===== src/rtl/olp_pkg.sv =====
// shared types and byte codes for the outline line parser
`default_nettype none

package olp_pkg;

  localparam int BYTE_W        = 8;
  localparam int SPAN_W        = 25;
  localparam int DEPTH_FIELD_W = 8;
  // widest offset arithmetic the parser can need (32-bit offsets plus two)
  localparam int SPAN_EXT_W    = 34;
  localparam int DEPTH_EXT_W   = 16;

  localparam logic [BYTE_W-1:0] CH_LBRACK = 8'h5B;
  localparam logic [BYTE_W-1:0] CH_RBRACK = 8'h5D;
  localparam logic [BYTE_W-1:0] CH_DONE   = 8'h79;
  localparam logic [BYTE_W-1:0] CH_HIDE   = 8'h68;
  localparam logic [BYTE_W-1:0] CH_CR     = 8'h0D;
  localparam logic [BYTE_W-1:0] CH_LF     = 8'h0A;
  localparam logic [BYTE_W-1:0] CH_SPACE  = 8'h20;

  typedef struct packed {
    logic [BYTE_W-1:0] text_byte;
    logic              final_byte;
  } olp_item_t;

  typedef struct packed {
    logic [SPAN_W-1:0]        span_start;
    logic [SPAN_W-1:0]        span_end;
    logic [DEPTH_FIELD_W-1:0] indent_depth;
    logic                     done_mark;
    logic                     open_mark;
    logic                     placeholder_mark;
  } olp_rec_t;

endpackage

`default_nettype wire


===== src/rtl/olp_if.sv =====
// handshake channel interfaces for input bytes and line records
`default_nettype none

interface olp_in_if;
  logic                           valid;
  logic                           ready;
  logic [olp_pkg::BYTE_W-1:0]     text_byte;
  logic                           final_byte;

  modport source (output valid, output text_byte, output final_byte, input ready);
  modport sink   (input valid, input text_byte, input final_byte, output ready);
endinterface

interface olp_out_if;
  logic                              valid;
  logic                              ready;
  logic [olp_pkg::SPAN_W-1:0]        span_start;
  logic [olp_pkg::SPAN_W-1:0]        span_end;
  logic [olp_pkg::DEPTH_FIELD_W-1:0] indent_depth;
  logic                              done_mark;
  logic                              open_mark;
  logic                              placeholder_mark;

  modport source (output valid, output span_start, output span_end, output indent_depth,
                  output done_mark, output open_mark, output placeholder_mark,
                  input ready);
  modport sink   (input valid, input span_start, input span_end, input indent_depth,
                  input done_mark, input open_mark, input placeholder_mark,
                  output ready);
endinterface

`default_nettype wire


===== src/rtl/olp_in_stage.sv =====
// input register holding one byte word until the parser takes it
`default_nettype none

module olp_in_stage (
  input  wire logic               clk,
  input  wire logic               rst_n,
  input  wire logic               in_valid,
  input  wire olp_pkg::olp_item_t in_item,
  output logic                    in_ready,
  input  wire logic               step_en,
  output logic                    held_valid,
  output olp_pkg::olp_item_t      held_item
);
  import olp_pkg::*;

  logic      held_valid_r, held_valid_nxt;
  olp_item_t held_item_r;
  logic      take;

  assign in_ready = rst_n && (!held_valid_r || step_en);
  assign take     = in_valid && in_ready;

  always_comb begin
    held_valid_nxt = held_valid_r;
    if (take) begin
      held_valid_nxt = 1'b1;
    end else if (step_en) begin
      held_valid_nxt = 1'b0;
    end
  end

  always_ff @(posedge clk) begin
    if (!rst_n) begin
      held_valid_r <= 1'b0;
    end else begin
      held_valid_r <= held_valid_nxt;
    end
  end

  always_ff @(posedge clk) begin
    if (take) begin
      held_item_r <= in_item;
    end
  end

  assign held_valid = held_valid_r;
  assign held_item  = held_item_r;

endmodule

`default_nettype wire


===== src/rtl/olp_parse.sv =====
// per-line parse state and record forming for one byte per step
`default_nettype none

module olp_parse #(
  parameter int OFFSET_BITS = 24,
  parameter int DEPTH_BITS  = 8
) (
  input  wire logic               clk,
  input  wire logic               rst_n,
  input  wire logic               step_en,
  input  wire olp_pkg::olp_item_t item,
  output logic                    rec_valid,
  output olp_pkg::olp_rec_t       rec
);
  import olp_pkg::*;

  localparam int XW = OFFSET_BITS + 2;

  logic [OFFSET_BITS-1:0] pos_r, pos_nxt;
  logic [DEPTH_BITS-1:0]  depth_r, depth_nxt;
  logic                   blank_r, blank_nxt;
  logic                   inbr_r, inbr_nxt;
  logic                   brdone_r, brdone_nxt;
  logic                   mk_done_r, mk_done_nxt;
  logic                   mk_open_r, mk_open_nxt;
  logic                   mk_ph_r, mk_ph_nxt;
  logic                   mk_hide_r, mk_hide_nxt;
  logic                   seen_r, seen_nxt;
  logic [OFFSET_BITS-1:0] first_r, first_nxt;
  logic [OFFSET_BITS-1:0] last_r, last_nxt;

  logic [BYTE_W-1:0]      ch;
  logic                   fin;
  logic                   is_text;
  logic                   seen_a;
  logic [OFFSET_BITS-1:0] first_a, last_a;
  logic                   line_end;
  logic [XW-1:0]          end_ofs;
  logic [XW-1:0]          s_x, e_x;
  logic [SPAN_EXT_W-1:0]  s_ext, e_ext;
  logic [DEPTH_EXT_W-1:0] depth_ext;

  assign ch  = item.text_byte;
  assign fin = item.final_byte;

  // cr counts as text for trimming, so only space and newline are blank
  assign is_text = (ch != CH_SPACE) && (ch != CH_LF);
  assign seen_a  = seen_r || is_text;
  assign first_a = (!seen_r && is_text) ? pos_r : first_r;
  assign last_a  = is_text ? pos_r : last_r;

  always_comb begin
    pos_nxt     = pos_r;
    depth_nxt   = depth_r;
    blank_nxt   = blank_r;
    inbr_nxt    = inbr_r;
    brdone_nxt  = brdone_r;
    mk_done_nxt = mk_done_r;
    mk_open_nxt = mk_open_r;
    mk_ph_nxt   = mk_ph_r;
    mk_hide_nxt = mk_hide_r;
    seen_nxt    = seen_r;
    first_nxt   = first_r;
    last_nxt    = last_r;
    line_end    = 1'b0;

    if (step_en) begin
      seen_nxt  = seen_a;
      first_nxt = first_a;
      last_nxt  = last_a;

      if (ch == CH_CR) begin
        // skipped
      end else if (ch == CH_LBRACK && !brdone_r) begin
        inbr_nxt  = 1'b1;
        blank_nxt = 1'b0;
        mk_ph_nxt = 1'b1;
      end else if (ch == CH_RBRACK && inbr_r) begin
        inbr_nxt   = 1'b0;
        brdone_nxt = 1'b1;
        if (!mk_hide_r) begin
          mk_open_nxt = 1'b1;
        end
        // span restarts after the bracket group
        seen_nxt = 1'b0;
      end else if (inbr_r) begin
        if (ch == CH_DONE) begin
          mk_done_nxt = 1'b1;
        end
        if (ch == CH_HIDE) begin
          mk_hide_nxt = 1'b1;
        end
      end else if (ch == CH_LF || fin) begin
        line_end = 1'b1;
      end else if (ch != CH_SPACE) begin
        blank_nxt = 1'b0;
      end else if (blank_r) begin
        if (depth_r != {DEPTH_BITS{1'b1}}) begin
          depth_nxt = depth_r + DEPTH_BITS'(1);
        end
      end

      if (line_end || fin) begin
        depth_nxt   = '0;
        blank_nxt   = 1'b1;
        inbr_nxt    = 1'b0;
        brdone_nxt  = 1'b0;
        mk_done_nxt = 1'b0;
        mk_open_nxt = 1'b0;
        mk_ph_nxt   = 1'b0;
        mk_hide_nxt = 1'b0;
        seen_nxt    = 1'b0;
      end

      if (fin) begin
        pos_nxt = '0;
      end else begin
        pos_nxt = pos_r + OFFSET_BITS'(1);
      end
    end
  end

  // span arithmetic, then cut to the record field width
  assign end_ofs   = XW'(pos_r) + (fin ? XW'(1) : XW'(0));
  assign s_x       = seen_a ? XW'(first_a) : end_ofs;
  assign e_x       = seen_a ? (XW'(last_a) + XW'(1)) : (end_ofs + XW'(1));
  assign s_ext     = SPAN_EXT_W'(s_x);
  assign e_ext     = SPAN_EXT_W'(e_x);
  assign depth_ext = DEPTH_EXT_W'(depth_r);

  assign rec_valid            = line_end && !blank_r;
  assign rec.span_start       = s_ext[SPAN_W-1:0];
  assign rec.span_end         = e_ext[SPAN_W-1:0];
  assign rec.indent_depth     = depth_ext[DEPTH_FIELD_W-1:0];
  assign rec.done_mark        = mk_done_r;
  assign rec.open_mark        = mk_open_r || !brdone_r;
  assign rec.placeholder_mark = mk_ph_r;

  always_ff @(posedge clk) begin
    if (!rst_n) begin
      pos_r     <= '0;
      depth_r   <= '0;
      blank_r   <= 1'b1;
      inbr_r    <= 1'b0;
      brdone_r  <= 1'b0;
      mk_done_r <= 1'b0;
      mk_open_r <= 1'b0;
      mk_ph_r   <= 1'b0;
      mk_hide_r <= 1'b0;
      seen_r    <= 1'b0;
    end else begin
      pos_r     <= pos_nxt;
      depth_r   <= depth_nxt;
      blank_r   <= blank_nxt;
      inbr_r    <= inbr_nxt;
      brdone_r  <= brdone_nxt;
      mk_done_r <= mk_done_nxt;
      mk_open_r <= mk_open_nxt;
      mk_ph_r   <= mk_ph_nxt;
      mk_hide_r <= mk_hide_nxt;
      seen_r    <= seen_nxt;
    end
  end

  always_ff @(posedge clk) begin
    first_r <= first_nxt;
    last_r  <= last_nxt;
  end

endmodule

`default_nettype wire


===== src/rtl/olp_out_stage.sv =====
// result register that holds a line record until the sink takes it
`default_nettype none

module olp_out_stage (
  input  wire logic              clk,
  input  wire logic              rst_n,
  input  wire logic              load,
  input  wire olp_pkg::olp_rec_t rec_in,
  input  wire logic              out_ready,
  output logic                   out_valid,
  output olp_pkg::olp_rec_t      rec_out,
  output logic                   free
);
  import olp_pkg::*;

  logic     out_valid_r, out_valid_nxt;
  olp_rec_t rec_r;

  assign free = !out_valid_r || out_ready;

  always_comb begin
    out_valid_nxt = out_valid_r && !out_ready;
    if (load) begin
      out_valid_nxt = 1'b1;
    end
  end

  always_ff @(posedge clk) begin
    if (!rst_n) begin
      out_valid_r <= 1'b0;
    end else begin
      out_valid_r <= out_valid_nxt;
    end
  end

  always_ff @(posedge clk) begin
    if (load) begin
      rec_r <= rec_in;
    end
  end

  assign out_valid = out_valid_r;
  assign rec_out   = rec_r;

endmodule

`default_nettype wire


===== src/rtl/outline_line_parser_unit.sv =====
// outline line parser: one byte word per cycle in, one record per non-blank line out
// stages: two register stages, the input register and the result register; a record is
//   loaded into the result register by the parse step that takes the byte word ending its line
// throughput: one byte word per cycle; the parse step advances whenever the result
//   register is empty or being read in the same cycle
// reset: synchronous active-low rst_n clears both valid flags, the position and depth counters and the line flags
`default_nettype none

module outline_line_parser_unit #(
  parameter int OFFSET_BITS = 24,
  parameter int DEPTH_BITS  = 8
) (
  input  wire logic clk,
  input  wire logic rst_n,
  olp_in_if.sink    in_ch,
  olp_out_if.source out_ch
);
  import olp_pkg::*;

  olp_item_t in_item;
  olp_item_t held_item;
  logic      held_valid;
  logic      step_en;
  logic      rec_valid;
  olp_rec_t  rec;
  olp_rec_t  rec_out;
  logic      out_free;

  assign in_item.text_byte  = in_ch.text_byte;
  assign in_item.final_byte = in_ch.final_byte;

  assign step_en = held_valid && out_free;

  olp_in_stage u_in_stage (
    .clk        (clk),
    .rst_n      (rst_n),
    .in_valid   (in_ch.valid),
    .in_item    (in_item),
    .in_ready   (in_ch.ready),
    .step_en    (step_en),
    .held_valid (held_valid),
    .held_item  (held_item)
  );

  olp_parse #(
    .OFFSET_BITS (OFFSET_BITS),
    .DEPTH_BITS  (DEPTH_BITS)
  ) u_parse (
    .clk       (clk),
    .rst_n     (rst_n),
    .step_en   (step_en),
    .item      (held_item),
    .rec_valid (rec_valid),
    .rec       (rec)
  );

  olp_out_stage u_out_stage (
    .clk       (clk),
    .rst_n     (rst_n),
    .load      (step_en && rec_valid),
    .rec_in    (rec),
    .out_ready (out_ch.ready),
    .out_valid (out_ch.valid),
    .rec_out   (rec_out),
    .free      (out_free)
  );

  assign out_ch.span_start       = rec_out.span_start;
  assign out_ch.span_end         = rec_out.span_end;
  assign out_ch.indent_depth     = rec_out.indent_depth;
  assign out_ch.done_mark        = rec_out.done_mark;
  assign out_ch.open_mark        = rec_out.open_mark;
  assign out_ch.placeholder_mark = rec_out.placeholder_mark;

endmodule

`default_nettype wire


===== src/flat_wrapper.sv =====
// flat-port wrapper written by rule: the top's interface ports become plain ports
module outline_line_parser_unit_flat import olp_pkg::*;
#(
  parameter int OFFSET_BITS = 24,
  parameter int DEPTH_BITS  = 8
)
  (clk, rst_n, in_ch_valid, in_ch_text_byte, in_ch_final_byte, in_ch_ready, out_ch_valid, out_ch_span_start, out_ch_span_end, out_ch_indent_depth, out_ch_done_mark, out_ch_open_mark, out_ch_placeholder_mark, out_ch_ready);
  olp_in_if in_ch_i ();
  olp_out_if out_ch_i ();
  input  wire logic clk;
  input  wire logic rst_n;
  input wire logic [$bits(in_ch_i.valid)-1:0] in_ch_valid;
  input wire logic [$bits(in_ch_i.text_byte)-1:0] in_ch_text_byte;
  input wire logic [$bits(in_ch_i.final_byte)-1:0] in_ch_final_byte;
  output wire logic [$bits(in_ch_i.ready)-1:0] in_ch_ready;
  output wire logic [$bits(out_ch_i.valid)-1:0] out_ch_valid;
  output wire logic [$bits(out_ch_i.span_start)-1:0] out_ch_span_start;
  output wire logic [$bits(out_ch_i.span_end)-1:0] out_ch_span_end;
  output wire logic [$bits(out_ch_i.indent_depth)-1:0] out_ch_indent_depth;
  output wire logic [$bits(out_ch_i.done_mark)-1:0] out_ch_done_mark;
  output wire logic [$bits(out_ch_i.open_mark)-1:0] out_ch_open_mark;
  output wire logic [$bits(out_ch_i.placeholder_mark)-1:0] out_ch_placeholder_mark;
  input wire logic [$bits(out_ch_i.ready)-1:0] out_ch_ready;
  assign in_ch_i.valid = in_ch_valid;
  assign in_ch_i.text_byte = in_ch_text_byte;
  assign in_ch_i.final_byte = in_ch_final_byte;
  assign in_ch_ready = in_ch_i.ready;
  assign out_ch_valid = out_ch_i.valid;
  assign out_ch_span_start = out_ch_i.span_start;
  assign out_ch_span_end = out_ch_i.span_end;
  assign out_ch_indent_depth = out_ch_i.indent_depth;
  assign out_ch_done_mark = out_ch_i.done_mark;
  assign out_ch_open_mark = out_ch_i.open_mark;
  assign out_ch_placeholder_mark = out_ch_i.placeholder_mark;
  assign out_ch_i.ready = out_ch_ready;
  outline_line_parser_unit #(.OFFSET_BITS(OFFSET_BITS), .DEPTH_BITS(DEPTH_BITS)) u_core (.clk(clk), .rst_n(rst_n), .in_ch(in_ch_i), .out_ch(out_ch_i));
endmodule

===== config.mk =====
export PLATFORM = sky130hd
export DESIGN_NAME = outline_line_parser_unit_flat
export DESIGN_NICKNAME = d
export VERILOG_FILES = /design/src/rtl/olp_pkg.sv /design/src/rtl/olp_if.sv /design/src/rtl/olp_in_stage.sv /design/src/rtl/olp_parse.sv /design/src/rtl/olp_out_stage.sv /design/src/rtl/outline_line_parser_unit.sv /design/src/flat_wrapper.sv
export SDC_FILE = /design/constraint.sdc
export NUM_CORES = 1
export LEC_CHECK = 0
export BUFFER_PORTS_ARGS = -buffer_cell sky130_fd_sc_hd__buf_2
export CORE_UTILIZATION = 55
export DETAILED_ROUTE_END_ITERATION = 6
export PLACE_DENSITY = 0.75
export SETUP_SLACK_MARGIN = 0.15
export SLEW_MARGIN = 20
export SYNTH_ARGS = -nofsm -noshare
export SYNTH_HDL_FRONTEND = slang
export SYNTH_HIERARCHICAL = 1
export SYNTH_SLANG_ARGS = --single-unit

===== constraint.sdc =====
create_clock -name clk -period 13.5 [get_ports clk]
set_clock_uncertainty 0.1 [all_clocks]
set_input_delay 1.35 -clock clk [delete_from_list [all_inputs] [get_ports clk]]
set_output_delay 1.35 -clock clk [all_outputs]
set_load 0.01 [all_outputs]

* Word-level counts from Yosys, hierarchy flattened
Index checks and enable logic that the tools add are counted.
Word-level totals: register bits after elaboration 160, latch bits 0, memories 0, input port bits 13, bits in read-only memories 0, output and inout bits 63, word-level logic and storage cells 151, RAM bits 0
Cells by class: shift-type cells 0, $mul 0, multiplexer cells 64, add/subtract/negate cells 5, div/mod/pow operators 0, bitwise operators 0, order comparisons 0, equal/unequal tests 19, reduce and logical (&&, ||, !) cells 40
Operators with widths (count):
- $mux W24 | 4
- $mux W8 | 9
- $mux W1 | 50
- $eq A8 B7 Y1 const B | 4
- $add A24 B1 Y25 | 1
- $add A24 B1 Y25 const B | 1
- $add A25 B1 Y25 const B | 1
- $mux W25 | 1
- $add A24 B1 Y24 const B | 1
- $reduce_and A6 Y1 | 3
- $eq A8 B4 Y1 const B | 2
- $reduce_bool A2 Y1 | 8
- $ne A2 B1 Y1 const B | 7
- $logic_and A1 B1 Y1 | 10
- $reduce_and A9 Y1 | 1
- $add A8 B1 Y8 const B | 1
- $ne A8 B4 Y1 const B | 1
- $ne A8 B6 Y1 const B | 1
- $ne A8 B8 Y1 const B | 1
- $logic_not A1 Y1 | 6
- $logic_or A1 B1 Y1 | 6
- $ne A3 B2 Y1 const B | 2
- $reduce_and A3 Y1 | 2
- $reduce_bool A3 Y1 | 2
- 3 further kinds | 3

* Logic depth before layout (Yosys ltp)
Gate-level depths: netlist (run 1).
word-level depth 12, gate-level depth with buffers 15, mapped depth without buffers 13

* By module
The synthesis (run 1) kept the hierarchy.
Modules (own cells, without submodules):
- olp_parse | cells each 747, area each 6234.7 µm², sequential area each 2242.2 µm², instances 1
- olp_out_stage | cells each 65, area each 1880.6 µm², sequential area each 1851.8 µm², instances 1
- olp_in_stage | cells each 15, area each 327.8 µm², sequential area each 290.3 µm², instances 1
- outline_line_parser_unit | cells each 2, area each 12.5 µm², sequential area each 0.0 µm², instances 1

* Worst setup path after synthesis (run 1)
OpenSTA, ideal clock, no wires.
path kind input -> register, start in out_ch_ready, end reg u_core.u_out_stage.rec_r, in the netlist u_core/u_out_stage/rec_out[0], enable pin, library setup time 0.426 ns, buffers on the path 1, data arrival time 4.911 ns, data required time 12.974 ns, stages 6, path slack 8.063 ns, cell sequence nand2b_4 and2_1 clkbuf_1 o211ai_1 nor4_1 and3_1
Between the ends: word-level cells in the longest chain between the ends 5
Ends and longest elaborated chain:
- start: declaration | RTL line flat_wrapper.sv:23 | input wire logic [$bits(out_ch_i.ready)-1:0] out_ch_ready;
- $logic_or A1 B1 Y1 | RTL line olp_out_stage.sv:19 | assign free = !out_valid_r || out_ready;
- $logic_and A1 B1 Y1 | RTL line outline_line_parser_unit.sv:32 | assign step_en = held_valid && out_free;
- named net u_core.step_en | RTL line outline_line_parser_unit.sv:23 | logic step_en;
- $mux W1 | RTL line olp_parse.sv:67 | if (step_en) begin
- $logic_and A1 B1 Y1 | RTL line olp_parse.sv:131 | assign rec_valid = line_end && !blank_r;
- named net u_core.rec_valid | RTL line outline_line_parser_unit.sv:24 | logic rec_valid;
- $logic_and A1 B1 Y1 | RTL line outline_line_parser_unit.sv:60 | .load (step_en && rec_valid),
- end signal: assignment | RTL line olp_out_stage.sv:38 | rec_r <= rec_in;
- end: declaration | RTL line olp_out_stage.sv:17 | olp_rec_t rec_r;
The timed path passes the listed nets, and every way through them passes these cells. A chain may end at the register's enable or synchronous reset.

==> results.json, run 1 <==
{
  "status": "complete, no violations",
  "worstSetupEndpointType": "flop",
  "cts.path.max_buffers": 2,
  "synth_xor_area_share_pct": 7.04,
  "route.vias.total": 6562,
  "synth_top_area_cell": "edfxtp_1",
  "synth_most_common_cell": "nand2_1",
  "drv_cap": 0,
  "p_total_uw": 1080,
  "drive_gt1_share_pct": 19.3,
  "gp_congestion": 0.917,
  "ir_drop_v": 0.0000792,
  "io_pins": 76,
  "syn_area_sq_um": 8460,
  "dp_slack_ps": 9140,
  "synthCells": 829,
  "critPathRequiredTime_ps": 13570,
  "grt_pass1_vias": 6225,
  "ys_seq_elements": 160,
  "synth_ff_type": "edfxtp_1",
  "nets": 890,
  "grt.total_usage_pct": 25.8,
  "cts_setup_buffers": 0,
  "crit_fanout": 28,
  "synth_top_area_share_pct": 41.9,
  "fp.dieArea_sq_um": 15900,
  "synthArstFlopShare_pct": 0,
  "ctsResizeCount": 0,
  "fin_ws_ps": 9030,
  "power_density_nw_per_um2": 115,
  "tightest_slew_ps": 1020,
  "min_period_over_period_pct": 33.1,
  "final_core_util_pct": 64.0,
  "ys_types": 75,
  "wl_per_cell_um": 18.7,
  "cts_tree": "built",
  "dp_hpwl_mm": 13.4,
  "first_pass_iters": 5,
  "stdcell_area_sq_um": 9450,
  "critPathLaunchType": "flop",
  "setup_tns_ps": 0,
  "synth-compound-area-share_pct": 10.8,
  "max_freq_ghz": 0.223,
  "grt_max_degree": 100,
  "rr_startpoint": "u_core/u_in_stage/held_item[6]",
  "antenna_found_initial": 0,
  "synth_edf_count": 118,
  "drt_iter0_drc": 722,
  "grt_setup_unrepaired": "no",
  "wl_mm": 19.9,
  "die_h_um": 126,
  "area_growth_pct": 11.7,
  "grt_pass1_wl_mm": 32.0,
  "drv_slew": 0,
  "r2r.worst_path.cells": 13,
  "synth-simple-area-share_pct": 21.9,
  "cts_buffers": 17,
  "rows": 44,
  "synth-adder-area-share_pct": 0.888,
  "placed_area_sq_um": 8840,
  "yosysWarnings": 6,
  "yosysSeqAreaShare_pct": 51.8,
  "grt_overflow_total": 0,
  "avgSynthCellArea_sq_um": 10.2,
  "finalHoldViolations": 0,
  "antennaDiodeCount": 0,
  "muxShareOfSynthArea_pct": 3.82,
  "crit_type": "reg -> reg",
  "cts_sinks": 160,
  "die_w_um": 126,
  "crit_arrival_ps": 4540,
  "ant_nets": 0,
  "slew_headroom_pct": 31.9,
  "hold_buffers": 0,
  "period_needed_ps": 4470,
  "hp-start": "u_core/u_parse/mk_ph_r",
  "setup_viol_count_final": 0,
  "drc_errors": 0,
  "h-tree-depth": 4,
  "min_path_cells": 0,
  "initial_core_util_pct": 57.3,
  "clkTransAtPathRegs_ps": 60,
  "clk_latency_ps": 430,
  "startpoint": "u_core/u_in_stage/held_item[6]",
  "synth_top_family_by_area": "simple AND/OR/NAND/NOR gates",
  "io_buffer_count": 75,
  "syn_nets": 848,
  "vias_per_cell": 6.14,
  "core_area_sq_um": 14800,
  "min_path_type": "reg -> reg",
  "clockRootBuffer": "clkbuf_16",
  "synthTopCellsByArea": "edfxtp_1 42%, dfxtp_1 9.9%, nand2_1 6.2%",
  "synth_common_cells": "140 x nand2_1, 118 x edfxtp_1, 72 x nor2_1, 45 x o21ai_0, 42 x dfxtp_1",
  "p_leak_uw": 0.00337
}
-- state kept, by name, indices dropped and copies added, names as in the netlist --
name,count
u_core/u_parse/inbr_r,1
u_core/u_parse/mk_ph_r,1
u_core/u_parse/mk_hide_r,1
u_core/u_parse/blank_r,1
u_core/u_out_stage/rec_out,61
u_core/u_parse/mk_open_r,1
u_core/u_parse/brdone_r,1
u_core/u_parse/last_r,24
u_core/u_out_stage/out_valid,1
u_core/u_parse/seen_r,1
u_core/u_parse/depth_r,8
u_core/u_parse/pos_r,24
u_core/u_in_stage/held_valid,1
u_core/u_parse/mk_done_r,1
u_core/u_in_stage/held_item,9
u_core/u_parse/first_r,24
-- path summary, 6_finish.rpt --
| kind | end | slack [ps] |
|---|---|---|
| worst max-delay path | u_core/u_out_stage/rec_out[33] | 9030 |
| worst min-delay path | u_core/u_out_stage/rec_out[0] | 340 |
| worst max register to register | u_core/u_out_stage/rec_out[33] | 9030 |
| worst min register to register | u_core/u_out_stage/rec_out[0] | 340 |
-- cell families after synthesis --
logic type | count (synthesis)
buffers and inverters | 68
multiplexers | 29
AND/OR/NAND/NOR | 362
AO/OA/AOI/OAI | 136
flip-flops | 160
adder cells (fa/ha/maj) | 6
XOR/XNOR | 68
-- final cells by class --
type / count / area [sq um]
fill: 1183 / 5310
multi-input combinational: 601 / 3760
timing repair buffer: 81 / 420
inverter: 10 / 37.5
tap: 184 / 230
sequential: 160 / 4390
clock inverter: 15 / 183
clock buffer: 17 / 425
-- report_power, final --
| part | total, uW | switching (uW) | internal, uW |
|---|---|---|---|
| Clock | 497 | 204 | 293 |
| Combinational | 45.0 | 29.5 | 15.5 |
| Sequential | 542 | 5.97 | 536 |
| Total | 1080 | 240 | 844 |
-- metal layers --
metal / track usage, % / vias up / routed length (um)
met2: 41.4 / 288 / 9570
met5: 0 / - / 0
met3: 4.89 / 41 / 1310
met4: 11.9 / 0 / 515
li1: - / 3086 / -
met1: 34.1 / 3147 / 8530
-- worst max-delay path: stages (launching register included) --
cell	delay (ps)
edfxtp_1	460
nor4_2	380
and4_1	670
nor2_2	370
buf_4	330
nor2_1	280
nor2_1	80
or2_2	290
inv_1	80
ha_1	200
and2_1	190
nand4_1	340
nand2b_1	310
xnor2_1	130
-- metrics by stage --
step / hold WS, ps / std cells
after detailed placement: 327 / 1036
after CTS: 342 / 1068
final: 342 / 1068
after global placement: 319 / 1036
after floorplan: 331 / 829
after global routing: 360 / 1068
-- cell usage in the layout, fill, tap and decap left out, types with 4 or more instances in the layout --
cell | netlist | routed
a21oi_1 | 14 | 14
a22oi_1 | 7 | 7
a31oi_1 | 9 | 9
and2_1 | 7 | 6
and3_1 | 15 | 14
and4_1 | 7 | 7
buf_2 | 14 | 75
buf_4 | 5 | 6
clkbuf_16 | 0 | 17
clkinvlp_4 | 0 | 4
dfxtp_1 | 42 | 41
edfxtp_1 | 118 | 118
ha_1 | 6 | 6
inv_1 | 9 | 9
inv_6 | 0 | 4
mux2_2 | 26 | 26
nand2_1 | 140 | 140
nand2b_1 | 7 | 7
nand3_1 | 28 | 28
nand4_1 | 13 | 13
nor2_1 | 72 | 71
nor2b_1 | 6 | 6
nor3_1 | 15 | 15
nor4_1 | 7 | 7
nor4_2 | 4 | 4
o211ai_1 | 8 | 8
o21ai_0 | 45 | 45
o22a_1 | 4 | 4
o22ai_1 | 10 | 10
or3_1 | 8 | 8
or4_1 | 4 | 4
xnor2_1 | 30 | 30
xor2_1 | 38 | 38
Note: power is estimated with default switching activity, not from simulation.
==> inputs of run 2 (changes only) <==
--- a/config.mk
+++ b/config.mk
@@ -6,9 +6,9 @@
 export NUM_CORES = 1
 export LEC_CHECK = 0
 export BUFFER_PORTS_ARGS = -buffer_cell sky130_fd_sc_hd__buf_2
-export CORE_UTILIZATION = 55
+export CORE_UTILIZATION = 54
 export DETAILED_ROUTE_END_ITERATION = 6
-export PLACE_DENSITY = 0.75
+export PLACE_DENSITY = 0.76
 export SETUP_SLACK_MARGIN = 0.15
 export SLEW_MARGIN = 20
 export SYNTH_ARGS = -nofsm -noshare
==> constraint.sdc (replaced) <==
create_clock -name clk -period 3.84 [get_ports clk]
set_clock_uncertainty 0.1 [all_clocks]
set_input_delay 0.384 -clock clk [delete_from_list [all_inputs] [get_ports clk]]
set_output_delay 0.384 -clock clk [all_outputs]
set_load 0.01 [all_outputs]
==> results.json, run 2 (synthesis results as in run 1) <==
{
  "crit_type": "reg -> reg",
  "route.vias.total": 6529,
  "placed_area_sq_um": 9020,
  "startpoint": "u_core/u_in_stage/held_item[3]",
  "drv_cap": 0,
  "antennaDiodeCount": 0,
  "clk_latency_ps": 430,
  "antenna_found_initial": 0,
  "die_h_um": 127,
  "core_area_sq_um": 15300,
  "mostFrequentLayoutCells": "140 x nand2_1, 118 x edfxtp_1, 75 x buf_2",
  "cts.path.max_buffers": 2,
  "power_density_nw_per_um2": 387,
  "nets": 910,
  "ctsResizeCount": 0,
  "critPathRequiredTime_ps": 3920,
  "grt.total_usage_pct": 24.8,
  "grt_max_degree": 55,
  "setup_viol_count_final": 0,
  "ant_nets": 0,
  "min_path_type": "in -> reg",
  "grt_overflow_total": 0,
  "fin_ws_ps": 394,
  "gp_congestion": 0.901,
  "cts_sinks": 160,
  "wl_mm": 18.9,
  "first_pass_iters": 5,
  "crit_fanout": 54,
  "finalHoldViolations": 0,
  "drv_slew": 0,
  "h-tree-depth": 4,
  "crit_arrival_ps": 3520,
  "die_w_um": 127,
  "io_buffer_count": 75,
  "critPathLaunchType": "flop",
  "period_needed_ps": 3450,
  "cts_setup_buffers": 0,
  "area_growth_pct": 13.9,
  "setup_tns_ps": 0,
  "worstSetupEndpointType": "flop",
  "dp_hpwl_mm": 13.0,
  "hold_buffers": 0,
  "whs_ps": 28.5,
  "hp-start": "in_ch_text_byte[7]",
  "clkTransAtPathRegs_ps": 60,
  "drc_errors": 0,
  "min_period_over_period_pct": 89.7,
  "max_freq_ghz": 0.290,
  "r2r_setup_slack_ps": 390,
  "grt_setup_unrepaired": "no",
  "layout.cells.most_common": "nand2_1",
  "initial_core_util_pct": 55.4,
  "drt_iter0_drc": 658,
  "wl_per_cell_um": 17.0,
  "vias_per_cell": 5.86,
  "cts_tree": "built",
  "slew_headroom_pct": 42.0,
  "drive_gt1_share_pct": 21.0,
  "grt_pass1_wl_mm": 31.0,
  "largest_register_ffs": 61,
  "rows": 45,
  "rr_startpoint": "u_core/u_in_stage/held_item[3]",
  "io_pins": 76,
  "cts_buffers": 17,
  "grt_pass1_vias": 5828,
  "dp_slack_ps": 375,
  "tightest_slew_ps": 869,
  "ir_drop_v": 0.000301,
  "fp.dieArea_sq_um": 16200,
  "status": "complete, no violations",
  "stdcell_area_sq_um": 9630,
  "clockRootBuffer": "clkbuf_16",
  "p_leak_uw": 0.00347
}
run 2: layer usage:
| metal | routed length [um] | GRT usage [%] | share of wire [%] |
|---|---|---|---|
| met4 | 311 | 8.75 | 1.6 |
| met3 | 1550 | 5.44 | 8.2 |
| met5 | 0 | 0 | 0 |
| met1 | 9040 | 37.3 | 48 |
| met2 | 8040 | 35.0 | 42 |
run 2: cell type report:
type,instances,area (sq um)
clock buffer,19,464
clock inverter,13,124
fill,1230,5630
inverter,10,37.5
multi-input combinational,601,3760
sequential,160,4390
tap,211,264
timing repair buffer,101,596
run 2: path summary, 6_finish.rpt:
| check | to | depth (start not counted) |
|---|---|---|
| worst min register to register | u_core/u_out_stage/rec_out[2] | 0 |
| worst min-delay path | u_core/u_in_stage/held_item[8] | 1 |
| worst max-delay path | u_core/u_out_stage/rec_out[31] | 11 |
| worst max register to register | u_core/u_out_stage/rec_out[31] | 11 |
run 2: per-stage QoR:
| step | total power, uW | std cells | util, % |
|---|---|---|---|
| floorplan | 2050 | 829 | - |
| global placement | 2100 | 1080 | 59.1 |
| detailed placement | 2100 | 1080 | 59.1 |
| CTS | 3760 | 1112 | 63.0 |
| global route | 3850 | 1115 | 63.1 |
| finish | 3730 | 1115 | 63.1 |
run 2: worst max-delay path, cell delays in order, from the launching register on:
cell and delay, ps:
edfxtp_1 420, nor4_1 550, nand2_1 190, nand2_2 130, buf_12 250, nand2_1 210
a31oi_1 190, ha_1 210, and2_1 180, nand4_1 280, nor3_1 370, xnor2_1 110
run 2: power breakdown:
part / switching (uW) / leakage, uW / internal, uW
Clock: 704 / 0.000291 / 956
Sequential: 29.3 / 0.00149 / 1880
Combinational: 95.5 / 0.00170 / 58.2
